**src/rsv_pkg.sv**
```systemverilog
`timescale 1ns / 1ps

package rsv_pkg;

  // field widths fixed by the interface
  localparam int CFG_W      = 6;
  localparam int SEQ_W      = 32;
  localparam int IN_TAG_W   = 9;
  localparam int BCAST_W    = 8;
  localparam int OUT_SLOT_W = 5;

  localparam logic [CFG_W-1:0] ACTIVE_RESET = 6'd32;

  typedef enum logic [1:0] {
    OP_INSERT   = 2'd0,
    OP_REMOVE   = 2'd1,
    OP_WAKEUP   = 2'd2,
    OP_SCHEDULE = 2'd3
  } rsv_op_t;

  // token handed from cell to cell while an item walks the table
  typedef struct packed {
    logic live;
    logic hit;
    logic free;
  } rsv_token_t;

endpackage

```
**src/rsv_cell.sv**
```systemverilog
`timescale 1ns / 1ps

module rsv_cell #(
  parameter int INDEX    = 0,
  parameter int TAG_BITS = 9,
  parameter int SLOT_W   = 5
) (
  input  logic                       clk,
  input  logic                       rst_n,
  input  logic [rsv_pkg::CFG_W-1:0]  active_cnt,
  input  rsv_pkg::rsv_op_t           cmd_op,
  input  logic [rsv_pkg::SEQ_W-1:0]  cmd_seq,
  input  logic [TAG_BITS-1:0]        cmd_tag1,
  input  logic                       cmd_rdy1,
  input  logic [TAG_BITS-1:0]        cmd_tag2,
  input  logic                       cmd_rdy2,
  input  logic [TAG_BITS-1:0]        cmd_bcast,
  input  rsv_pkg::rsv_token_t        tok_in,
  input  logic [SLOT_W-1:0]          slot_in,
  output rsv_pkg::rsv_token_t        tok_out,
  output logic [SLOT_W-1:0]          slot_out
);
  import rsv_pkg::*;

  logic                valid_r, valid_nxt;
  logic                sched_r, sched_nxt;
  logic [SEQ_W-1:0]    seq_r, seq_nxt;
  logic [TAG_BITS-1:0] tag1_r, tag1_nxt;
  logic                rdy1_r, rdy1_nxt;
  logic [TAG_BITS-1:0] tag2_r, tag2_nxt;
  logic                rdy2_r, rdy2_nxt;
  rsv_token_t          tok_r, tok_nxt;
  logic [SLOT_W-1:0]   slot_r, slot_nxt;

  logic in_range;
  logic act;
  logic seq_match;
  logic tag1_match;
  logic tag2_match;
  logic matched;
  logic take;

  assign in_range   = (32'(INDEX) < 32'(active_cnt));
  assign act        = tok_in.live && in_range;
  assign seq_match  = valid_r && (seq_r == cmd_seq);
  assign tag1_match = valid_r && (tag1_r == cmd_bcast);
  assign tag2_match = valid_r && (tag2_r == cmd_bcast);

  always_comb begin
    valid_nxt = valid_r;
    sched_nxt = sched_r;
    seq_nxt   = seq_r;
    tag1_nxt  = tag1_r;
    rdy1_nxt  = rdy1_r;
    tag2_nxt  = tag2_r;
    rdy2_nxt  = rdy2_r;
    matched   = 1'b0;
    take      = 1'b0;

    if (act) begin
      case (cmd_op)
        OP_INSERT: begin
          matched = !valid_r;
          take    = matched && !tok_in.hit;
          if (take) begin
            valid_nxt = 1'b1;
            sched_nxt = 1'b0;
            seq_nxt   = cmd_seq;
            tag1_nxt  = cmd_tag1;
            rdy1_nxt  = cmd_rdy1;
            tag2_nxt  = cmd_tag2;
            rdy2_nxt  = cmd_rdy2;
          end
        end
        OP_REMOVE: begin
          matched = seq_match && sched_r;
          take    = matched && !tok_in.hit;
          if (take) begin
            valid_nxt = 1'b0;
            sched_nxt = 1'b0;
          end
        end
        OP_WAKEUP: begin
          // every matching source wakes, only the first slot is reported
          matched = tag1_match || tag2_match;
          take    = matched && !tok_in.hit;
          if (tag1_match) rdy1_nxt = 1'b1;
          if (tag2_match) rdy2_nxt = 1'b1;
        end
        OP_SCHEDULE: begin
          matched = seq_match;
          take    = matched && !tok_in.hit;
          if (take) sched_nxt = 1'b1;
        end
        default: begin
          matched = 1'b0;
          take    = 1'b0;
        end
      endcase
    end

    tok_nxt.live = tok_in.live;
    tok_nxt.hit  = tok_in.hit || matched;
    tok_nxt.free = tok_in.free || (in_range && !valid_nxt);
    slot_nxt     = take ? SLOT_W'(INDEX) : slot_in;
  end

  always_ff @(posedge clk) begin
    if (!rst_n) begin
      valid_r <= 1'b0;
      sched_r <= 1'b0;
      tok_r   <= '0;
    end else begin
      valid_r <= valid_nxt;
      sched_r <= sched_nxt;
      tok_r   <= tok_nxt;
    end
  end

  always_ff @(posedge clk) begin
    seq_r  <= seq_nxt;
    tag1_r <= tag1_nxt;
    rdy1_r <= rdy1_nxt;
    tag2_r <= tag2_nxt;
    rdy2_r <= rdy2_nxt;
    slot_r <= slot_nxt;
  end

  assign tok_out  = tok_r;
  assign slot_out = slot_r;

endmodule

```
**src/reservation_station_table.sv**
```systemverilog
`timescale 1ns / 1ps

// reservation station table, built as a chain of slot cells
//
// input channel: an item (operation, sequence number, source tags and ready
// bits, broadcast tag) is taken at a clock edge where start is high and busy
// is low. busy stays high while the item walks the chain.
// result channel: out_strobe is high for exactly one cycle with out_op_hit,
// out_slot_index and out_has_space. the receiver cannot stall; the result is
// shown whether or not anyone looks.
// config: cfg_we writes cfg_wdata into the active slot count. write it only
// while busy is low and no result is pending.
// timing: after the item is taken, one token visits one cell per cycle, so
// the result appears once the token has left the last cell. busy drops in
// the cycle the result is shown, so a new item can be taken then: one item
// at a time, the next only after the last has walked the whole cell chain.
// reset: valid and scheduled bits clear, no token is in flight, the active
// count returns to 32. other slot contents are don't-care until written.
module reservation_station_table #(
  parameter int MAX_ENTRIES = 32,
  parameter int TAG_BITS    = 9
) (
  input  logic                              clk,
  input  logic                              rst_n,
  // configuration
  input  logic                              cfg_we,
  input  logic [rsv_pkg::CFG_W-1:0]         cfg_wdata,
  // input items
  input  logic                              start,
  output logic                              busy,
  input  logic [1:0]                        in_operation,
  input  logic [rsv_pkg::SEQ_W-1:0]         in_inst_number,
  input  logic signed [rsv_pkg::IN_TAG_W-1:0] in_first_source_tag,
  input  logic                              in_first_source_ready,
  input  logic signed [rsv_pkg::IN_TAG_W-1:0] in_second_source_tag,
  input  logic                              in_second_source_ready,
  input  logic [rsv_pkg::BCAST_W-1:0]       in_broadcast_tag,
  // results
  output logic                              out_strobe,
  output logic                              out_op_hit,
  output logic [rsv_pkg::OUT_SLOT_W-1:0]    out_slot_index,
  output logic                              out_has_space
);
  import rsv_pkg::*;

  localparam int SLOT_W  = $clog2(MAX_ENTRIES);
  localparam int TW_IN   = (TAG_BITS > IN_TAG_W) ? TAG_BITS : IN_TAG_W;
  localparam int TW_BC   = (TAG_BITS > BCAST_W) ? TAG_BITS : BCAST_W;
  localparam int SW_OUT  = (SLOT_W > OUT_SLOT_W) ? SLOT_W : OUT_SLOT_W;

  // active slot count
  logic [CFG_W-1:0] cfg_active_r;

  always_ff @(posedge clk) begin
    if (!rst_n) begin
      cfg_active_r <= ACTIVE_RESET;
    end else if (cfg_we) begin
      cfg_active_r <= cfg_wdata;
    end
  end

  // handshake and token launch
  logic accept;
  logic busy_r;
  logic launch_r;

  assign accept = start && !busy_r;
  assign busy   = busy_r;

  // token chain: entry k feeds cell k, the last entry is the finished result
  rsv_token_t        tok_chain  [0:MAX_ENTRIES];
  logic [SLOT_W-1:0] slot_chain [0:MAX_ENTRIES];

  always_ff @(posedge clk) begin
    if (!rst_n) begin
      busy_r   <= 1'b0;
      launch_r <= 1'b0;
    end else begin
      launch_r <= accept;
      if (accept) begin
        busy_r <= 1'b1;
      end else if (tok_chain[MAX_ENTRIES-1].live) begin
        // last cell works this cycle, result shows next cycle
        busy_r <= 1'b0;
      end
    end
  end

  // item held for the whole walk, tags brought to stored width
  rsv_op_t           cmd_op_r;
  logic [SEQ_W-1:0]  cmd_seq_r;
  logic [TAG_BITS-1:0] cmd_tag1_r;
  logic              cmd_rdy1_r;
  logic [TAG_BITS-1:0] cmd_tag2_r;
  logic              cmd_rdy2_r;
  logic [TAG_BITS-1:0] cmd_bcast_r;

  logic [TW_IN-1:0]  tag1_wide;
  logic [TW_IN-1:0]  tag2_wide;
  logic [TW_BC-1:0]  bcast_wide;

  // tags are kept as raw bit patterns, so a no-dependency tag never matches
  assign tag1_wide  = TW_IN'($unsigned(in_first_source_tag));
  assign tag2_wide  = TW_IN'($unsigned(in_second_source_tag));
  assign bcast_wide = TW_BC'(in_broadcast_tag);

  always_ff @(posedge clk) begin
    if (accept) begin
      cmd_op_r    <= rsv_op_t'(in_operation);
      cmd_seq_r   <= in_inst_number;
      cmd_tag1_r  <= tag1_wide[TAG_BITS-1:0];
      cmd_rdy1_r  <= in_first_source_ready;
      cmd_tag2_r  <= tag2_wide[TAG_BITS-1:0];
      cmd_rdy2_r  <= in_second_source_ready;
      cmd_bcast_r <= bcast_wide[TAG_BITS-1:0];
    end
  end

  // fresh token: nothing found yet, no free slot seen yet
  assign tok_chain[0].live = launch_r;
  assign tok_chain[0].hit  = 1'b0;
  assign tok_chain[0].free = 1'b0;
  assign slot_chain[0]     = '0;

  for (genvar k = 0; k < MAX_ENTRIES; k++) begin : g_cell
    rsv_cell #(
      .INDEX    (k),
      .TAG_BITS (TAG_BITS),
      .SLOT_W   (SLOT_W)
    ) u_cell (
      .clk        (clk),
      .rst_n      (rst_n),
      .active_cnt (cfg_active_r),
      .cmd_op     (cmd_op_r),
      .cmd_seq    (cmd_seq_r),
      .cmd_tag1   (cmd_tag1_r),
      .cmd_rdy1   (cmd_rdy1_r),
      .cmd_tag2   (cmd_tag2_r),
      .cmd_rdy2   (cmd_rdy2_r),
      .cmd_bcast  (cmd_bcast_r),
      .tok_in     (tok_chain[k]),
      .slot_in    (slot_chain[k]),
      .tok_out    (tok_chain[k+1]),
      .slot_out   (slot_chain[k+1])
    );
  end

  // result straight from the last cell's registers
  logic [SW_OUT-1:0] slot_wide;

  assign slot_wide      = SW_OUT'(slot_chain[MAX_ENTRIES]);
  assign out_strobe     = tok_chain[MAX_ENTRIES].live;
  assign out_op_hit     = tok_chain[MAX_ENTRIES].hit;
  assign out_has_space  = tok_chain[MAX_ENTRIES].free;
  assign out_slot_index = slot_wide[OUT_SLOT_W-1:0];

  // token positions, for the checks below
  logic [MAX_ENTRIES:0] live_vec;

  for (genvar k = 0; k <= MAX_ENTRIES; k++) begin : g_live
    assign live_vec[k] = tok_chain[k].live;
  end

  // at most one item walks the chain
  a_one_token: assert property (@(posedge clk) disable iff (!rst_n)
    $onehot0(live_vec))
    else $error("more than one token in the cell chain");

  // no token in flight while idle, except the finished one being shown
  a_idle_empty: assert property (@(posedge clk) disable iff (!rst_n)
    !busy_r |-> (live_vec[MAX_ENTRIES-1:0] == '0))
    else $error("token in flight while not busy");

  // every taken item gives its result after the full chain walk
  a_latency: assert property (@(posedge clk) disable iff (!rst_n)
    accept |-> ##(MAX_ENTRIES + 1) out_strobe)
    else $error("result missing after chain walk");

  // a miss reports slot zero
  a_miss_slot: assert property (@(posedge clk) disable iff (!rst_n)
    (out_strobe && !out_op_hit) |-> (out_slot_index == '0))
    else $error("nonzero slot on a miss");

endmodule

```
**config.mk**
```make
export PLATFORM = sky130hd
export DESIGN_NAME = reservation_station_table
export DESIGN_NICKNAME = d
export VERILOG_FILES = /design/src/rsv_pkg.sv /design/src/rsv_cell.sv /design/src/reservation_station_table.sv
export SDC_FILE = /design/constraint.sdc
export NUM_CORES = 2
export LEC_CHECK = 0
export BUFFER_PORTS_ARGS = -buffer_cell sky130_fd_sc_hd__buf_4
export CORE_MARGIN = 4
export CORE_UTILIZATION = 30
export CTS_BUF_LIST = sky130_fd_sc_hd__clkbuf_16
export DETAILED_ROUTE_END_ITERATION = 10
export HOLD_SLACK_MARGIN = 0.08
export PLACE_DENSITY = 0.49
export SLEW_MARGIN = 20
export SYNTH_ARGS = -nofsm -noshare
export SYNTH_HDL_FRONTEND = slang
export SYNTH_SLANG_ARGS = --single-unit
```
**constraint.sdc**
```tcl
create_clock -name clk -period 7.6 [get_ports clk]
set_input_delay 0.38 -clock clk [delete_from_list [all_inputs] [get_ports clk]]
set_output_delay 0.38 -clock clk [all_outputs]
set_load 0.02 [all_outputs]
```
==> impl_results.md <==
- Syn-to-layout area delta: 15.7%
- Critical Path RT: ~8300 ps
- Fmax: about 0.25 GHz
- Fin util: 34.9%
- Setup violators final: 0
- Initial Utilization: between 30% and 40%
- Reg area: between 50,000 and 60,000 µm²
- Height of the die: ~530 µm
- Largest net degree at the start of global routing: between 60 and 70
- First-pass GRT wire length: between 300,000 and 400,000 µm
- # DRC: 0
- Worst VDD drop: between 200 and 250 µV
- Detailed Route WL: about 220,000 µm
- GPL Wtd Cong: 0.796
- Leakage: between 20 and 30 nW
- I/O pin cnt: 81
- CP Class: register to register
- Share of cells above drive strength 1: about a tenth
- Crit path time final: slightly below 4000 ps
- Max-cap violation count: 0
- Total Routing Usage GR: between 10% and 20%
- Post_cts resized: 0
- Crit path buf inv count: 1
- Syn Nets: about 5,500
- Fraction of registers with async set/reset: 0%
- Period utilization: 51.6%
- Top cell family by delay on the critical path: simple AND/OR/NAND/NOR gates
- Critical path's slowest cell: a22oi_1
- Root Buffer: clkbuf_16
- Crit-path max FO: 18
- Die footprint: between 200,000 and 300,000 µm²
- Post-route cell area: 92,900 µm²
- Router iterations before antenna repair: 5
- Post-Synthesis Cell Area: 80,300 µm²
- Total grt overflow: 0
- Crit-path max cell delay: between 800 and 900 ps
- Seq cells post-synth: approximately 2,000
- Gate Count Post-Synth: roughly 5,400
- Die W: ~530 µm
- Via count: approximately 44,000
- PwrDens: roughly 240 nW/µm²
- Worst setup margin: 3680 ps
- Mean post-synth cell area: between 10 and 15 µm²
- Hold Vio Cnt, Final: 0
- Routed Antenna Nets: 0
- CTS H-tree depth: 4
- Setup crit end kind: register
- Yosys warning total: 0
- Fillers: roughly 26,000
- Worst-Margin Slew: approximately 1000 ps
- RSZ-0062 raised after global routing: false
- Cell variety after synth: 85
- Multi-input logic area: around 23,000 µm²
- CTS tree: done
- DR vias/cell: roughly 4.7
- WP data arrival: 4660 ps
- Clock Skew: 27.2 ps
- Startpoint types: register
- Vias in the first global route: 44,357
- Slew headroom: a little under a third
- Avg WL per Cell: 23.2 µm
- Post-synthesis sequential area ratio: slightly below 70%
- Synth Flop Type: edfxtp_1
- DPL Wire Length: about 120,000 µm
- Critical-path cell list: buf_4 -> xnor2_1 -> nand4_1 -> nor4_1 -> nand4_1 -> a22oi_1 -> nand3b_1 -> and2_1
- Worst hold path type: input port to register
- Worst-path clk slew: 60 ps
- Total CTS buffers: between 200 and 250
- Worst skew pair latency: ~850 ps
- Floorplan row count: between 150 and 200
- DP Worst Slack: 3630 ps
- Worst-case clock buffer depth: 3
- Initial antenna violation count: 14
- Outcome: completed
- Initial DRC count: approximately 3,500
- Post-route setup TNS: 0 ps
- Final Max Slew Viols: 0
- Placed cell areas: around 86,000 µm²
- Setup bufs post-CTS: 0
- I/O Buffers: roughly 80
- EDFF count, synth: between 1,500 and 2,000
- Core region area: about 270,000 µm²
- Nets@finish: ~5,700
- Cell mode on critical path: nand4_1
- Clock sinks: between 1,500 and 2,000
## layout make-up
cell class,count,area share (%)
Timing Repair Buffer,307,3.13
Tap cell,3533,4.76
Clock inverter,177,1.19
Clock buffer,214,5.77
Sequential cell,1957,60.1
Antenna cell,4,0.0108
Multi-Input combinational cell,3147,24.9
Inverter,50,0.202
## cells by family after synthesis
logic type	Yosys count	synth area share, %
buffers and inverters	306	2.00
and+or+nand+nor	1236	8.58
AOI/OAI and AO/OA	369	3.06
xor gates and xnor gates	1522	16.6
muxes	20	0.252
DFF	1957	69.5
## where the power goes
group	switching, W	internal [W]	total (W)	leakage (nW)
combinational	0.000822	0.000391	0.00121	8.73
clock	0.00421	0.00544	0.00965	3.43
sequential	0.0000408	0.0117	0.0117	17.4
total	0.00507	0.0175	0.0226	29.5
## layer usage
| metal | global-route usage (%) | vias up | routed length [µm] |
|---|---|---|---|
| met5 | 0 | - | 0 |
| met1 | 21.1 | 22636 | 99200 |
| li1 | - | 20264 | - |
| met4 | 3.77 | 0 | 4080 |
| met3 | 2.17 | 245 | 8950 |
| met2 | 26.0 | 946 | 106000 |
## synthesized netlist by cell type, drive strengths merged (9+ instances only)
cell type,number,area [µm²]
and3,15,93.8
or4,12,93.8
nor2b,19,119
nand4,240,1500
o211ai,9,67.6
nand2,138,518
a21oi,81,405
inv,50,188
nand3,108,541
edfxtp,1660,49800
o31ai,11,82.6
a211oi,12,90.1
mux2i,18,180
o21a,20,150
o22ai,9,56.3
o41ai,12,105
dfxtp,297,5950
o21ai,87,435
nor4,210,1340
nor2,150,563
xor2,590,5170
a31oi,24,150
buf,184,1140
nand2b,66,413
or2,34,213
a21o,17,128
nand3b,11,82.6
clkbuf,72,270
and2,91,569
xnor2,932,8160
nor3,99,495
or3,13,86.3
## placed cells by master, fill, tap and decap left out, types with 89 or more instances in the layout
master	Yosys	layout
nor4_1	206	196
inv_1	50	118
nand3_1	108	108
buf_4	44	199
clkbuf_16	0	214
and2_1	91	89
nand4_1	240	240
xor2_1	590	590
nor3_1	99	89
dfxtp_1	297	297
nor2_1	150	139
xnor2_1	932	932
edfxtp_1	1660	1660
nand2_1	138	138
## metrics by stage
stage	power, W	instances	hold WS, ps
CTS	0.0229	9385	159
global placement	0.0131	8919	392
global route	0.0234	9386	193
finish	0.0226	9389	247
detailed placement	0.0131	8919	391
floorplan	0.0127	5410	386
## state kept, by name, summed over array words and instances, names as in the netlist
signal,cells
g_cell.u_cell.seq_r,1024
g_cell.u_cell.tag1_r,288
g_cell.u_cell.tag2_r,288
g_cell.u_cell.slot_out,129
g_cell.u_cell.tok_out,96
cmd_seq_r,32
g_cell.u_cell.sched_r,32
g_cell.u_cell.valid_r,32
cmd_tag1_r,9
cmd_tag2_r,9
cmd_bcast_r,8
cfg_active_r,6
cmd_op_r,2
busy,1
launch_r,1
## path summary, 6_finish.rpt
kind	cells after the start	slack (ps)	to	from
max	8	3680	g_cell[24].u_cell.slot_out[2]$_SDFF_PP0_	cmd_seq_r[0]$_DFFE_PP_
min	2	250	cmd_seq_r[3]$_DFFE_PP_	in_inst_number[3]
max reg2reg	8	3680	g_cell[24].u_cell.slot_out[2]$_SDFF_PP0_	cmd_seq_r[0]$_DFFE_PP_
min reg2reg	1	400	g_cell[5].u_cell.slot_out[0]$_SDFF_PP1_	g_cell[4].u_cell.slot_out[0]$_SDFF_PP0_
## repair_timing
action | in CTS | in global routing
hold endpoints to repair | 102 | 0
hold buffers | 75 | 0
setup endpoints to repair | 0 | 0
(Power assumes the default switching activity.)
